### config.mk
export PLATFORM = sky130hd
export DESIGN_NAME = corexy_move_command_generator_top
export DESIGN_NICKNAME = d
export VERILOG_FILES = /design/src/cxy_pkg.sv /design/src/corexy_move_command_generator_top.sv
export SDC_FILE = /design/constraint.sdc
export NUM_CORES = 2
export LEC_CHECK = 0
export BUFFER_PORTS_ARGS = -buffer_cell sky130_fd_sc_hd__buf_2
export CAP_MARGIN = 20
export CORE_MARGIN = 2
export CORE_UTILIZATION = 45
export CTS_BUF_LIST = sky130_fd_sc_hd__clkbuf_2 sky130_fd_sc_hd__clkbuf_4 sky130_fd_sc_hd__clkbuf_8
export CTS_CLUSTER_SIZE = 16
export DETAILED_ROUTE_END_ITERATION = 16
export PLACE_DENSITY = 0.61
export REMOVE_ABC_BUFFERS = 1
export SLEW_MARGIN = 20
export SYNTH_ARGS = -nofsm -noshare
export SYNTH_HDL_FRONTEND = slang
export SYNTH_SLANG_ARGS = --single-unit
### constraint.sdc
create_clock -name clk -period 15.1 [get_ports clk]
set_input_delay 1.51 -clock clk [delete_from_list [all_inputs] [get_ports clk]]
set_output_delay 1.51 -clock clk [all_outputs]
set_load 0.01 [all_outputs]
### src/cxy_pkg.sv
`timescale 1ns / 1ps
// Package for the CoreXY move command generator: sequencer states, mode,
// status and register index codes, reset values. No dependencies.
package cxy_pkg;

  typedef enum logic [3:0] {
    ST_IDLE,
    ST_POSX,
    ST_POSY,
    ST_MMX,
    ST_MMY,
    ST_SQX,
    ST_SQY,
    ST_SQRT,
    ST_DURM,
    ST_DURD,
    ST_HPA,
    ST_HPB,
    ST_DONE
  } state_t;

  localparam logic [1:0] MODE_ABS   = 2'd0;
  localparam logic [1:0] MODE_REL   = 2'd1;
  localparam logic [1:0] MODE_DWELL = 2'd2;
  localparam logic [1:0] MODE_HOME  = 2'd3;

  localparam logic [1:0] STAT_ISSUED = 2'd0;
  localparam logic [1:0] STAT_SLOW   = 2'd1;
  localparam logic [1:0] STAT_HOME   = 2'd2;

  localparam logic [1:0] CFG_STEPS_PER_MM = 2'd0;
  localparam logic [1:0] CFG_TICKS_PER_S  = 2'd1;
  localparam logic [1:0] CFG_MIN_VEL      = 2'd2;

  localparam logic [23:0] RST_STEPS_PER_MM = 24'd5804738;
  localparam logic [29:0] RST_TICKS_PER_S  = 30'd200000000;
  localparam logic [15:0] RST_MIN_VEL      = 16'd25;

  localparam logic [30:0] IDLE_PERIOD = 31'h7fff_ffff;
  localparam logic [1:0]  DIR_DEFAULT = 2'b01;

endpackage

### src/corexy_move_command_generator_top.sv
`timescale 1ns / 1ps
// CoreXY move command generator: converts move, dwell and home requests into
// A/B half-step periods, duration and direction. Depends on cxy_pkg.
//
// One request is handled at a time. Dwell, home and too-slow requests go
// straight from idle to the done state. Moves use one shared bit-serial
// restoring divider (64 steps a pass: position to mm for x and y on absolute
// moves only, duration, two half periods), one shift-add multiplier (32 steps
// a pass: two mm-to-step products, two squares, duration product) and a
// 32-step digit-by-digit square root. A finished result waits in the output
// register while the next request is accepted.
module corexy_move_command_generator_top #(
  parameter int FRAC_BITS = 8
) (
  input  logic               clk,
  input  logic               rst_n,
  input  logic               in_valid,
  output logic               in_stall,
  input  logic [1:0]         in_mode,
  input  logic signed [16:0] in_target_x,
  input  logic signed [16:0] in_target_y,
  input  logic [15:0]        in_velocity,
  input  logic [31:0]        in_dwell_ticks,
  output logic               out_valid,
  input  logic               out_stall,
  output logic [1:0]         out_status,
  output logic [30:0]        out_a_half_period,
  output logic [30:0]        out_b_half_period,
  output logic [31:0]        out_duration_ticks,
  output logic [31:0]        out_aux_period,
  output logic [1:0]         out_direction_bits,
  output logic signed [31:0] out_position_a,
  output logic signed [31:0] out_position_b,
  input  logic               cfg_we,
  input  logic [1:0]         cfg_index,
  input  logic [29:0]        cfg_wdata
);
  import cxy_pkg::*;

  localparam int SHIFT = FRAC_BITS + 16;

  state_t state_r, state_nxt;
  logic [5:0] cnt_r, cnt_nxt;

  logic [23:0] spm_r;
  logic [29:0] tps_r;
  logic [15:0] minv_r;
  logic [31:0] abs_a_r, abs_b_r;

  logic signed [16:0] tx_r, ty_r;
  logic [15:0]        vel_r;
  logic               pos_neg_r;
  logic [31:0]        dx_r, dy_r;
  logic signed [36:0] sx_r, sy_r;
  logic [31:0]        da_r, db_r;
  logic [63:0]        sum_r;

  logic [63:0] div_n_r;
  logic [31:0] div_rem_r, div_d_r;
  logic [63:0] mul_a_r, mul_p_r;
  logic [31:0] mul_b_r;
  logic [63:0] sq_n_r;
  logic [35:0] sq_rem_r;
  logic [31:0] sq_root_r;

  logic [1:0]  res_status_r, res_dir_r;
  logic [30:0] res_pa_r, res_pb_r;
  logic [31:0] res_ticks_r;

  logic        out_valid_r;
  logic [1:0]  out_status_r, out_dir_r;
  logic [30:0] out_pa_r, out_pb_r;
  logic [31:0] out_end_r, out_aux_r, out_pos_a_r, out_pos_b_r;

  logic in_fire, out_free, mul_last, div_last, early;

  // shared serial units
  logic [32:0] div_rem_sh;
  logic        div_ge;
  logic [31:0] div_rem_step;
  logic [63:0] div_n_step;
  logic [63:0] mul_p_step;
  logic [35:0] sq_rem_sh, sq_trial;
  logic        sq_ge;
  logic [35:0] sq_rem_step;
  logic [31:0] sq_root_step;

  // operand and result shaping
  logic signed [32:0] pos_diff, pos_sum, pos_sel, pos_half;
  logic [31:0]        pos_mag;
  logic [31:0]        mm_qc;
  logic signed [32:0] mm_val;
  logic signed [33:0] d_diff;
  logic [31:0]        d_clamp;
  logic [31:0]        dx_mag, dy_mag;
  logic [35:0]        st_q;
  logic signed [36:0] st_val;
  logic signed [37:0] da_sum, db_sum;
  logic [31:0]        da_sat, db_sat;
  logic [31:0]        ticks_sat;
  logic [30:0]        da_mag, db_mag;

  assign in_fire  = in_valid && !in_stall;
  assign out_free = !out_valid_r || !out_stall;
  assign in_stall = (state_r != ST_IDLE);
  assign mul_last = (cnt_r == 6'd31);
  assign div_last = (cnt_r == 6'd63);
  assign early    = (in_mode == MODE_HOME) || (in_mode == MODE_DWELL) ||
                    (in_velocity <= minv_r);

  assign div_rem_sh   = {div_rem_r, div_n_r[63]};
  assign div_ge       = (div_rem_sh >= {1'b0, div_d_r});
  assign div_rem_step = div_ge ? 32'(div_rem_sh - {1'b0, div_d_r}) : div_rem_sh[31:0];
  assign div_n_step   = {div_n_r[62:0], div_ge};

  assign mul_p_step = mul_p_r + (mul_b_r[0] ? mul_a_r : 64'd0);

  assign sq_rem_sh    = {sq_rem_r[33:0], sq_n_r[63:62]};
  assign sq_trial     = {2'b00, sq_root_r, 2'b01};
  assign sq_ge        = (sq_rem_sh >= sq_trial);
  assign sq_rem_step  = sq_ge ? (sq_rem_sh - sq_trial) : sq_rem_sh;
  assign sq_root_step = {sq_root_r[30:0], sq_ge};

  always_comb begin
    pos_diff = $signed({abs_a_r[31], abs_a_r}) - $signed({abs_b_r[31], abs_b_r});
    pos_sum  = $signed({abs_a_r[31], abs_a_r}) + $signed({abs_b_r[31], abs_b_r});
    pos_sel  = (state_r == ST_IDLE) ? pos_diff : pos_sum;
    pos_half = $signed(pos_sel + $signed({32'd0, pos_sel[32]})) >>> 1;
    pos_mag  = pos_half[32] ? 32'(-pos_half) : pos_half[31:0];

    mm_qc = (div_n_step > 64'h0000_0000_8000_0000) ? 32'h8000_0000 : div_n_step[31:0];
    if (spm_r == 24'd0) begin
      mm_val = 33'sd0;
    end else if (pos_neg_r) begin
      mm_val = -$signed({1'b0, mm_qc});
    end else if (mm_qc[31]) begin
      mm_val = 33'sh0_7fff_ffff;
    end else begin
      mm_val = $signed({1'b0, mm_qc});
    end
    d_diff = (state_r == ST_POSX) ? $signed({{17{tx_r[16]}}, tx_r}) :
                                    $signed({{17{ty_r[16]}}, ty_r});
    d_diff = d_diff - $signed({mm_val[32], mm_val});
    if (d_diff[33:31] == 3'b000 || d_diff[33:31] == 3'b111) begin
      d_clamp = d_diff[31:0];
    end else begin
      d_clamp = d_diff[33] ? 32'h8000_0000 : 32'h7fff_ffff;
    end

    dx_mag = dx_r[31] ? (32'd0 - dx_r) : dx_r;
    dy_mag = dy_r[31] ? (32'd0 - dy_r) : dy_r;

    st_q   = 36'(mul_p_step >> SHIFT);
    st_val = ((state_r == ST_MMX) ? dx_r[31] : dy_r[31]) ? -$signed({1'b0, st_q}) :
                                                          $signed({1'b0, st_q});

    da_sum = $signed({sy_r[36], sy_r}) + $signed({sx_r[36], sx_r});
    db_sum = $signed({sy_r[36], sy_r}) - $signed({sx_r[36], sx_r});
    if (da_sum > 38'sd2147483647) begin
      da_sat = 32'h7fff_ffff;
    end else if (da_sum < -38'sd2147483647) begin
      da_sat = 32'h8000_0001;
    end else begin
      da_sat = da_sum[31:0];
    end
    if (db_sum > 38'sd2147483647) begin
      db_sat = 32'h7fff_ffff;
    end else if (db_sum < -38'sd2147483647) begin
      db_sat = 32'h8000_0001;
    end else begin
      db_sat = db_sum[31:0];
    end

    ticks_sat = (div_n_step[63:32] != 32'd0) ? 32'hffff_ffff : div_n_step[31:0];
    da_mag    = da_r[31] ? 31'(32'd0 - da_r) : da_r[30:0];
    db_mag    = db_r[31] ? 31'(32'd0 - db_r) : db_r[30:0];
  end

  always_comb begin
    state_nxt = state_r;
    case (state_r)
      ST_IDLE: begin
        if (in_fire) begin
          if (early) begin
            state_nxt = ST_DONE;
          end else if (in_mode == MODE_ABS) begin
            state_nxt = ST_POSX;
          end else begin
            state_nxt = ST_MMX;
          end
        end
      end
      ST_POSX: if (div_last) state_nxt = ST_POSY;
      ST_POSY: if (div_last) state_nxt = ST_MMX;
      ST_MMX:  if (mul_last) state_nxt = ST_MMY;
      ST_MMY:  if (mul_last) state_nxt = ST_SQX;
      ST_SQX:  if (mul_last) state_nxt = ST_SQY;
      ST_SQY:  if (mul_last) state_nxt = ST_SQRT;
      ST_SQRT: if (mul_last) state_nxt = ST_DURM;
      ST_DURM: if (mul_last) state_nxt = ST_DURD;
      ST_DURD: if (div_last) state_nxt = ST_HPA;
      ST_HPA:  if (div_last) state_nxt = ST_HPB;
      ST_HPB:  if (div_last) state_nxt = ST_DONE;
      ST_DONE: if (out_free) state_nxt = ST_IDLE;
      default: state_nxt = ST_IDLE;
    endcase
    if (state_nxt != state_r || state_r == ST_IDLE || state_r == ST_DONE) begin
      cnt_nxt = 6'd0;
    end else begin
      cnt_nxt = cnt_r + 6'd1;
    end
  end

  always_ff @(posedge clk) begin
    if (!rst_n) begin
      state_r <= ST_IDLE;
      cnt_r   <= 6'd0;
    end else begin
      state_r <= state_nxt;
      cnt_r   <= cnt_nxt;
    end
  end

  // configuration, position state and output handshake
  always_ff @(posedge clk) begin
    if (!rst_n) begin
      spm_r       <= RST_STEPS_PER_MM;
      tps_r       <= RST_TICKS_PER_S;
      minv_r      <= RST_MIN_VEL;
      abs_a_r     <= 32'd0;
      abs_b_r     <= 32'd0;
      out_valid_r <= 1'b0;
    end else begin
      if (cfg_we) begin
        case (cfg_index)
          CFG_STEPS_PER_MM: spm_r  <= cfg_wdata[23:0];
          CFG_TICKS_PER_S:  tps_r  <= cfg_wdata;
          CFG_MIN_VEL:      minv_r <= cfg_wdata[15:0];
          default: ;
        endcase
      end
      if (in_fire && in_mode == MODE_HOME) begin
        abs_a_r <= 32'd0;
        abs_b_r <= 32'd0;
      end else if (state_r == ST_HPB && div_last) begin
        abs_a_r <= abs_a_r + da_r;
        abs_b_r <= abs_b_r + db_r;
      end
      if (state_r == ST_DONE && out_free) begin
        out_valid_r <= 1'b1;
      end else if (!out_stall) begin
        out_valid_r <= 1'b0;
      end
    end
  end

  // datapath: serial unit steps, operand loads at each phase end
  always_ff @(posedge clk) begin
    div_n_r   <= div_n_step;
    div_rem_r <= div_rem_step;
    mul_p_r   <= mul_p_step;
    mul_a_r   <= {mul_a_r[62:0], 1'b0};
    mul_b_r   <= {1'b0, mul_b_r[31:1]};
    sq_n_r    <= {sq_n_r[61:0], 2'b00};
    sq_rem_r  <= sq_rem_step;
    sq_root_r <= sq_root_step;
    case (state_r)
      ST_IDLE: begin
        if (in_fire) begin
          tx_r         <= in_target_x;
          ty_r         <= in_target_y;
          vel_r        <= in_velocity;
          dx_r         <= {{15{in_target_x[16]}}, in_target_x};
          dy_r         <= {{15{in_target_y[16]}}, in_target_y};
          res_status_r <= STAT_ISSUED;
          res_pa_r     <= IDLE_PERIOD;
          res_pb_r     <= IDLE_PERIOD;
          res_ticks_r  <= 32'd0;
          res_dir_r    <= 2'b00;
          if (in_mode == MODE_HOME) begin
            res_status_r <= STAT_HOME;
          end else if (in_mode == MODE_DWELL) begin
            res_ticks_r <= in_dwell_ticks;
            res_dir_r   <= DIR_DEFAULT;
          end else if (in_velocity <= minv_r) begin
            res_status_r <= STAT_SLOW;
          end
          // x position load, or first product of a relative move
          div_n_r   <= 64'(pos_mag) << SHIFT;
          div_rem_r <= 32'd0;
          div_d_r   <= {8'd0, spm_r};
          pos_neg_r <= pos_half[32];
          mul_p_r   <= 64'd0;
          mul_a_r   <= {32'd0, (in_target_x[16] ? 32'd0 - 32'(in_target_x) :
                                                  32'(in_target_x))};
          mul_b_r   <= {8'd0, spm_r};
        end
      end
      ST_POSX: begin
        if (div_last) begin
          dx_r      <= d_clamp;
          div_n_r   <= 64'(pos_mag) << SHIFT;
          div_rem_r <= 32'd0;
          pos_neg_r <= pos_half[32];
        end
      end
      ST_POSY: begin
        if (div_last) begin
          dy_r    <= d_clamp;
          mul_p_r <= 64'd0;
          mul_a_r <= {32'd0, dx_mag};
          mul_b_r <= {8'd0, spm_r};
        end
      end
      ST_MMX: begin
        if (mul_last) begin
          sx_r    <= st_val;
          mul_p_r <= 64'd0;
          mul_a_r <= {32'd0, dy_mag};
          mul_b_r <= {8'd0, spm_r};
        end
      end
      ST_MMY: begin
        if (mul_last) begin
          sy_r    <= st_val;
          mul_p_r <= 64'd0;
          mul_a_r <= {32'd0, dx_mag};
          mul_b_r <= dx_mag;
        end
      end
      ST_SQX: begin
        if (mul_last) begin
          sum_r   <= mul_p_step;
          mul_p_r <= 64'd0;
          mul_a_r <= {32'd0, dy_mag};
          mul_b_r <= dy_mag;
        end
      end
      ST_SQY: begin
        if (mul_last) begin
          da_r      <= da_sat;
          db_r      <= db_sat;
          sq_n_r    <= sum_r + mul_p_step;
          sq_rem_r  <= 36'd0;
          sq_root_r <= 32'd0;
        end
      end
      ST_SQRT: begin
        if (mul_last) begin
          mul_p_r <= 64'd0;
          mul_a_r <= {34'd0, tps_r};
          mul_b_r <= sq_root_step;
        end
      end
      ST_DURM: begin
        if (mul_last) begin
          div_n_r   <= mul_p_step;
          div_rem_r <= 32'd0;
          div_d_r   <= {16'd0, vel_r};
        end
      end
      ST_DURD: begin
        if (div_last) begin
          res_ticks_r <= ticks_sat;
          res_dir_r   <= {db_r[31], ~da_r[31]};
          div_n_r     <= {32'd0, ticks_sat};
          div_rem_r   <= 32'd0;
          div_d_r     <= {da_mag, 1'b0};
        end
      end
      ST_HPA: begin
        if (div_last) begin
          res_pa_r  <= (da_r == 32'd0) ? IDLE_PERIOD : div_n_step[30:0];
          div_n_r   <= {32'd0, res_ticks_r};
          div_rem_r <= 32'd0;
          div_d_r   <= {db_mag, 1'b0};
        end
      end
      ST_HPB: begin
        if (div_last) begin
          res_pb_r <= (db_r == 32'd0) ? IDLE_PERIOD : div_n_step[30:0];
        end
      end
      ST_DONE: begin
        if (out_free) begin
          out_status_r <= res_status_r;
          out_pa_r     <= res_pa_r;
          out_pb_r     <= res_pb_r;
          out_end_r    <= res_ticks_r;
          out_aux_r    <= (res_status_r == STAT_ISSUED) ? res_ticks_r + 32'd1 : 32'd0;
          out_dir_r    <= res_dir_r;
          out_pos_a_r  <= abs_a_r;
          out_pos_b_r  <= abs_b_r;
        end
      end
      default: ;
    endcase
  end

  assign out_valid          = out_valid_r;
  assign out_status         = out_status_r;
  assign out_a_half_period  = out_pa_r;
  assign out_b_half_period  = out_pb_r;
  assign out_duration_ticks = out_end_r;
  assign out_aux_period     = out_aux_r;
  assign out_direction_bits = out_dir_r;
  assign out_position_a     = out_pos_a_r;
  assign out_position_b     = out_pos_b_r;

  a_aux_follows_end : assert property (@(posedge clk) disable iff (!rst_n)
    (out_valid_r && out_status_r == STAT_ISSUED) |-> out_aux_r == out_end_r + 32'd1)
    else $error("aux period does not follow duration");

  a_no_motion_when_not_issued : assert property (@(posedge clk) disable iff (!rst_n)
    (out_valid_r && out_status_r != STAT_ISSUED) |->
      (out_pa_r == IDLE_PERIOD && out_pb_r == IDLE_PERIOD && out_end_r == 32'd0))
    else $error("rejected or home transfer carries motion");

  a_position_hold : assert property (@(posedge clk) disable iff (!rst_n)
    (state_r != ST_HPB && !(in_fire && in_mode == MODE_HOME)) |=>
      ($stable(abs_a_r) && $stable(abs_b_r)))
    else $error("position changed outside move completion or home");

  a_counter_parked : assert property (@(posedge clk) disable iff (!rst_n)
    (state_r == ST_IDLE || state_r == ST_DONE) |-> cnt_r == 6'd0)
    else $error("step counter running outside a unit phase");

endmodule
; ---- Word-level counts from Yosys, hierarchy flattened
; Index checks and enable logic that the tools add are counted.
[totals]
out_inout_bits = 196
wordCells = 261
reg_bits = 1172
[classes]
n_mux = 104
n_lt_le_gt_ge = 8
eq_ne = 28
bitwise_logic = 2
n_addsub = 22
reduce_logical = 52
[op_table]
columns = operator, count
row1 = 2-to-1 mux 64 bit, 16
row2 = 2-to-1 mux 32 bit, 30
row3 = one-hot mux 64 bit (5 select lines), 2
row4 = 2-to-1 mux 31 bit, 11
row5 = one-hot mux 32 bit (2 select lines), 3
row6 = one-hot mux 32 bit (6 select lines), 1
row7 = one-hot mux 64 bit (3 select lines), 1
row8 = 2-to-1 mux 34 bit, 4
row9 = adder 64 bit, 2
row10 = one-hot mux 32 bit (4 select lines), 1
row11 = one-hot mux 31 bit (2 select lines), 2
row12 = 2-to-1 mux 33 bit, 3
row13 = one-hot mux 32 bit (3 select lines), 1
row14 = "> comparator 38 x 32 -> 1 bit, second input constant", 2
row15 = "< comparator 38 x 32 -> 1 bit, second input constant", 2
row16 = adder 32 bit, 2
row17 = "> comparator 64 x 32 -> 1 bit, second input constant", 1
row18 = logical NOT 32 bit, 2
row19 = "subtractor 1 x 32 -> 32 bit, first input constant", 2
row20 = "subtractor 1 x 31 -> 31 bit, first input constant", 2
row21 = 2-to-1 mux 4 bit, 14
row22 = one-hot mux 4 bit (13 select lines), 1
row23 = adder 37 x 37 -> 38 bit, 1
row24 = subtractor 37 x 37 -> 38 bit, 1
row25 = other kinds (49), 109

; ---- Depth between registers and ports, before layout
[logic_depth]
ltp_word = 12
ltp_mapped = 39

; ---- Least setup slack after synthesis
; Ideal clock, no wire load.
[synth_path]
path_kind = input -> register
startpoint = in out_stall
endpoint = reg out_pa_r[0], in the netlist out_a_half_period[0] (enable)
n_path_buf = 0
cell_stages = 1
t_required_ps = 14288
setup_ps = 812
t_arrival_ps = 10839
setup_slack_ps = 3449
cell_sequence = a21oi_1
[synth_via]
elab_chain_len = 3
[synth_rtl]
columns = item, line_no
row1 = start: declaration, corexy_move_command_generator_top.sv:25  ; input logic out_stall,
row2 = logical NOT 1 bit, n/a
row3 = logical OR 1 bit, corexy_move_command_generator_top.sv:104  ; assign out_free = !out_valid_r || !out_stall;
row4 = AND reduction 2 bit (no line), n/a
row5 = end signal: assignment, corexy_move_command_generator_top.sv:387  ; out_pa_r <= res_pa_r;
row6 = end: declaration, corexy_move_command_generator_top.sv:72  ; logic [30:0] out_pa_r, out_pb_r;
; No other way between the ends.
; A chain may end at the register's enable or synchronous reset.

; ---- Final worst setup path
[layout_path]
startpoint = reg div_d_r[1]
endpoint = reg dx_r[24], data pin
[layout_via]
elab_chain_len = 12
[layout_rtl]
columns = item, line_no
row1 = start: declaration, corexy_move_command_generator_top.sv:59  ; logic [31:0] div_rem_r, div_d_r;
row2 = start signal: assignment, corexy_move_command_generator_top.sv:291  ; div_d_r <= {8'd0, spm_r};
row3 = start signal: assignment, corexy_move_command_generator_top.sv:359  ; div_d_r <= {16'd0, vel_r};
row4 = start signal: assignment, corexy_move_command_generator_top.sv:368  ; div_d_r <= {da_mag, 1'b0};
row5 = greater-or-equal comparator 33 x 32 -> 1 bit *, corexy_move_command_generator_top.sv:112  ; assign div_ge = (div_rem_sh >= {1'b0, div_d_r});
row6 = > comparator 64 x 32 -> 1 bit, corexy_move_command_generator_top.sv:131  ; mm_qc = (div_n_step > 64'h0000_0000_8000_0000) ? 32'h8000_0000 : div_n_step[31:0];
row7 = 2-to-1 mux 32 bit *, corexy_move_command_generator_top.sv:131
row8 = negation 32 -> 33 bit / 2-to-1 mux 31 bit (equally long branches), "corexy_move_command_generator_top.sv:135, corexy_move_command_generator_top.sv:136"
row9 = 2-to-1 mux 33 bit *, corexy_move_command_generator_top.sv:134  ; end else if (pos_neg_r) begin
row10 = 2-to-1 mux 33 bit *, corexy_move_command_generator_top.sv:132  ; if (spm_r == 24'd0) begin
row11 = subtractor 34 x 33 -> 34 bit *, corexy_move_command_generator_top.sv:143  ; d_diff = d_diff - $signed({mm_val[32], mm_val});
row12 = equality test 3 bit / logical NOT 3 bit (equally long branches), corexy_move_command_generator_top.sv:144  ; if (d_diff[33:31] == 3'b000 || d_diff[33:31] == 3'b111) begin
row13 = logical OR 1 bit, corexy_move_command_generator_top.sv:144
row14 = 2-to-1 mux 32 bit *, corexy_move_command_generator_top.sv:144
row15 = 2-to-1 mux 32 bit *, corexy_move_command_generator_top.sv:300  ; if (div_last) begin
row16 = one-hot mux 32 bit (2 select lines) *, corexy_move_command_generator_top.sv:267  ; case (state_r)
row17 = end signal: assignment, corexy_move_command_generator_top.sv:273  ; dx_r <= {{15{in_target_x[16]}}, in_target_x};
row18 = end signal: assignment, corexy_move_command_generator_top.sv:301  ; dx_r <= d_clamp;
row19 = end: declaration, corexy_move_command_generator_top.sv:53  ; logic [31:0] dx_r, dy_r;
; Mark *: on every way between the ends. The rest lies on a longest branch, timed or not. The select of a mux whose other input is x is not followed.

==> impl.org <==
** Run status
- The run finished with clean final reports.

** Clock network
- Clock root cell :: sky130_fd_sc_hd__clkbuf_8
- Clock tree synthesis inserted a total of 201 buffers.
- At the later pin of the worst-skew pair, clock insertion delay measures 0.99 ns.
- The tree built by TritonCTS fans out to 1172 sinks.
- After clock tree synthesis, the clock-pin slew on the worst setup and hold paths is 0.07 ns.
- Number of H-tree levels :: 4
- In this run the deepest clock path goes through 3 buffers.
- Gates resized during post-CTS repair numbered 0.
- For this design, the CTS-stage hold fixing added 0 buffers.
- Number of buffers inserted to repair setup after CTS :: 0
- TritonCTS built the clock tree.

** Cells and area
- The layout has 14900 filler cells.
- Cells with a size suffix above 1 make up 11.1% of the layout.
- Final #Nets :: 8805
- Compared with the post-synthesis result, the final layout area differs by 12.1%.
- The finished cells cover 80000 um2.

** Floorplanning
- The floorplan step defined a die boundary enclosing 162000 um2.
- Core area :: 158000 um2
- The floorplan has 146 rows.
- The die is 402 um wide.
- I/O pins :: 317
- The die is 402 um tall.
- For this configuration, the core starts out at a cell density of 45.2%.

** Setup path
- The critical path in this run is classified as reg -> reg.
- STA classifies the critical path startpoint as a flip-flop.
- Kind of end point of the critical path :: flip-flop
- The slowest stage of the critical path belongs to the cell sky130_fd_sc_hd__nor2_1.
- Highest cell delay on the worst timing path :: 0.93 ns
- Data arrival time of the critical path :: 9.89 ns
- Together, buffers and inverters on the worst path number 1.
- Cell repeated most along the worst path :: sky130_fd_sc_hd__o21ai_0
- R2r setup slk :: 5.84 ns
- Critical path's top delay family :: compound AO/OA/AOI/OAI gates
- Data on the critical path is required at its endpoint by 15.73 ns.
- The endpoint identified for the worst register-to-register timing path is dx_r[24].
- The startpoint identified for the worst register-to-register timing path is div_d_r[1].
- Largest driver fanout on the critical path :: 17
- For the worst flop-to-flop path, the logic depth is 32.

** Power
- In this run the power spent charging and discharging nets is 0.00326 W.
- IR analysis of the VDD net gives a maximum drop of 0.0978 mV.
- The share of total power dissipated in the clock network is 34.1%.
- Of the total power, the share spent switching nets is 34.7%.
- The share of total power dissipated in sequential elements is 40.2%.
- Power density relative to cell area :: 117 nW/um2
- Summed over all cells, the static leakage comes to 32.4 nW.
- Portion of total power attributed to combinational logic :: 25.7%
- Cell internal power was estimated by the tool at 0.00613 W.

** STA
- Fin. max-slew vios :: 0
- Hold timing on the final database bottoms out at a slack of 0.404 ns.
- Across the routed clock network, the largest skew measured is 0.0833 ns.
- Normalized max-slew margin :: 20.0%
- Setup repair after global routing left no endpoint under its margin.
- Final Hold Viols :: 0
- For the pin with the worst max-slew slack, the measured transition is 1.19 ns.
- The worst path uses 61.3% of the clock period.
- Number of setup violations in the final report :: 0
- Final worst path period need :: 9.26 ns
- Based on the critical path, the design can be clocked at up to 108 MHz.
- Setup_tns :: 0 ns

** Hold path
- The worst hold path begins at mul_b_r[31].
- Count of cells along the worst hold path :: 2
- Class of the worst hold path :: reg -> reg
- Hold worst-path end :: mul_b_r[30]

** Synthesis
- Count of mapped cells out of synthesis :: 7965
- Top FF cell, synth :: sky130_fd_sc_hd__edfxtp_1
- Fraction of the yosys area taken by sequential cells :: 41.9%
- A synthesized cell averages 8.96 um2.
- Most instantiated cells after synthesis :: sky130_fd_sc_hd__nand2_1, sky130_fd_sc_hd__a21oi_1, sky130_fd_sc_hd__edfxtp_1, sky130_fd_sc_hd__nor2_1, sky130_fd_sc_hd__dfxtp_1
- The synthesized design contains 1172 register bits.
- The most common cell in the synthesized netlist is sky130_fd_sc_hd__nand2_1.
- Proportion of register bits with asynchronous set or reset after synthesis :: 0%
- Most area-consuming cells after synthesis :: sky130_fd_sc_hd__edfxtp_1, sky130_fd_sc_hd__dfxtp_1, sky130_fd_sc_hd__ha_1
- Post-synth EDFFs :: 641
- Number of warnings reported in the yosys synthesis log :: 0
- Area of the mapped netlist :: 71400 um2
- Fraction of post-synthesis cell area in the top cell type by area :: 27.0%
- Library cell occupying the most area in the post-synthesis netlist :: sky130_fd_sc_hd__edfxtp_1
- Number of library cell types mapped by synthesis :: 104

** Global routing
- GR Layer Usage met2 :: 44.8%
- For this run, the total global-route usage over all layers was measured as 30.5%.
- The first global-routing pass estimated 374000 um of wire.
- Entering global routing, the biggest net connects 72 pins.
- Global routing finished with a remaining overflow of 0.
- Met3 layer usage reported by global route :: 5.82%
- The initial antenna violation count is 20.
- Grt peak-use layer :: met2
- Number of global-route vias before repair :: 58200
- For met1 alone, demand over resource in global routing was 44.4%.

** Routing
- Per-cell via count in the routed design :: 6.01
- DR DRC count :: 0
- Initial DRC Count :: 6628
- Wire length after detailed routing :: 255000 um
- Detailed routing inserted a total of 63100 vias.
- WL/cell :: 24.3 um
- Antenna Violating Nets Remaining :: 0
- The first TritonRoute pass finished after 6 iterations.

** Run
- Number of max-cap violations :: 0

** Placement
- HPWL after detailed placement :: 196000 um
- Once placement finished, the instance area stood at 75500 um2.
- At the end of routability-driven placement, the weighted congestion stood at 0.969.
- Input/output buffers :: 316
[tightest hold or removal path: cells and delay by family, from the launching register on]
kind,cells,cell delay [ns]
simple gates,2,0.10
flops,1,0.32
[how the worst max path moves through the flow]
stage | start | endpoint | slack [ns] | depth (start not counted)
6_report | div_d_r[1] | dx_r[24] | 5.84 | 32
3_3_place_gp | div_d_r[1] | dy_r[16] | 6.06 | 32
5_1_grt | div_d_r[1] | dy_r[29] | 5.00 | 33
3_5_place_dp | div_d_r[1] | dy_r[17] | 5.98 | 32
2_1_floorplan | out_stall | out_a_half_period[0] | 3.45 | 1
4_1_cts | div_d_r[1] | dy_r[29] | 5.96 | 32
[stage by stage]
stage	instances	setup WS (ns)	utilization, %	power, W
6_report	10500	5.84	50.6	0.00940
2_1_floorplan	7589	3.45	-	0.00530
5_1_grt	10500	5.00	50.6	0.00979
3_3_place_gp	10100	6.06	47.8	0.00617
4_1_cts	10500	5.96	50.6	0.00938
3_5_place_dp	10100	5.98	47.8	0.00618
[registers in the layout, indices dropped and copies added, names as in the netlist, 32 cells and up]
name	count
res_ticks_r	32
da_r	32
div_n_r	64
dy_r	32
div_rem_r	32
db_r	32
out_aux_period	32
div_d_r	32
abs_b_r	32
dx_r	32
out_position_b	32
mul_a_r	64
abs_a_r	32
mul_b_r	32
sq_root_r	32
sq_rem_r	34
sy_r	37
out_duration_ticks	32
sq_n_r	64
sx_r	37
mul_p_r	64
sum_r	64
out_position_a	32
[power by group through the flow]
stage	sequential [W]	clock [W]	combinational, W
final	0.00378	0.00320	0.00241
after floorplan	0.00376	0	0.00154
after CTS	0.00377	0.00325	0.00236
after global placement	0.00383	0	0.00233
after detailed placement	0.00383	0	0.00234
after global routing	0.00378	0.00339	0.00262
[kinds of logic (layout without fill, tap and decap cells)]
kind of cell	count (synthesis)	count (layout)	synth area share [%]
AOI/OAI and AO/OA	2284	2284	20.6
xor gates and xnor gates	591	591	7.25
adders and majority gates	430	430	7.63
buffers and inverters	711	1170	3.74
DFF	1172	1172	41.9
muxes	60	60	0.852
other	0	5	0
and+or+nand+nor	2717	2717	18.1
[cell type report]
class	instances	area (um2)	share of cell area, %
repair buffers	462	2680	3.35
multi-input cells	6082	39100	48.9
clock buffers	291	3550	4.44
inverters	335	1260	1.57
clock inverters	82	943	1.18
diodes	5	12.5	0.0156
well taps	2072	2590	3.24
flip-flops and latches	1172	29900	37.3
[cells in the final DEF (no fill, tap or decap), types with 70 or more instances in the layout]
master / n
sky130_fd_sc_hd__a21boi_0: 77
sky130_fd_sc_hd__a21o_1: 216
sky130_fd_sc_hd__a21oi_1: 653
sky130_fd_sc_hd__and2_1: 148
sky130_fd_sc_hd__buf_2: 316
sky130_fd_sc_hd__buf_4: 145
sky130_fd_sc_hd__clkbuf_4: 73
sky130_fd_sc_hd__clkbuf_8: 219
sky130_fd_sc_hd__dfxtp_1: 531
sky130_fd_sc_hd__edfxtp_1: 641
sky130_fd_sc_hd__ha_1: 421
sky130_fd_sc_hd__inv_1: 329
sky130_fd_sc_hd__nand2_1: 994
sky130_fd_sc_hd__nand2b_1: 116
sky130_fd_sc_hd__nand3_1: 189
sky130_fd_sc_hd__nand4_1: 70
sky130_fd_sc_hd__nor2_1: 602
sky130_fd_sc_hd__nor3_1: 143
sky130_fd_sc_hd__o21ai_0: 507
sky130_fd_sc_hd__o31ai_1: 75
sky130_fd_sc_hd__xnor2_1: 334
sky130_fd_sc_hd__xor2_1: 256
[per-layer routing]
layer | routed length (um) | vias up
li1 | - | 29500
met2 | 107000 | 2843
met3 | 24700 | 483
met5 | 50 | -
met1 | 113000 | 30300
met4 | 9870 | 8
Note: power is estimated with default switching activity, not from simulation.
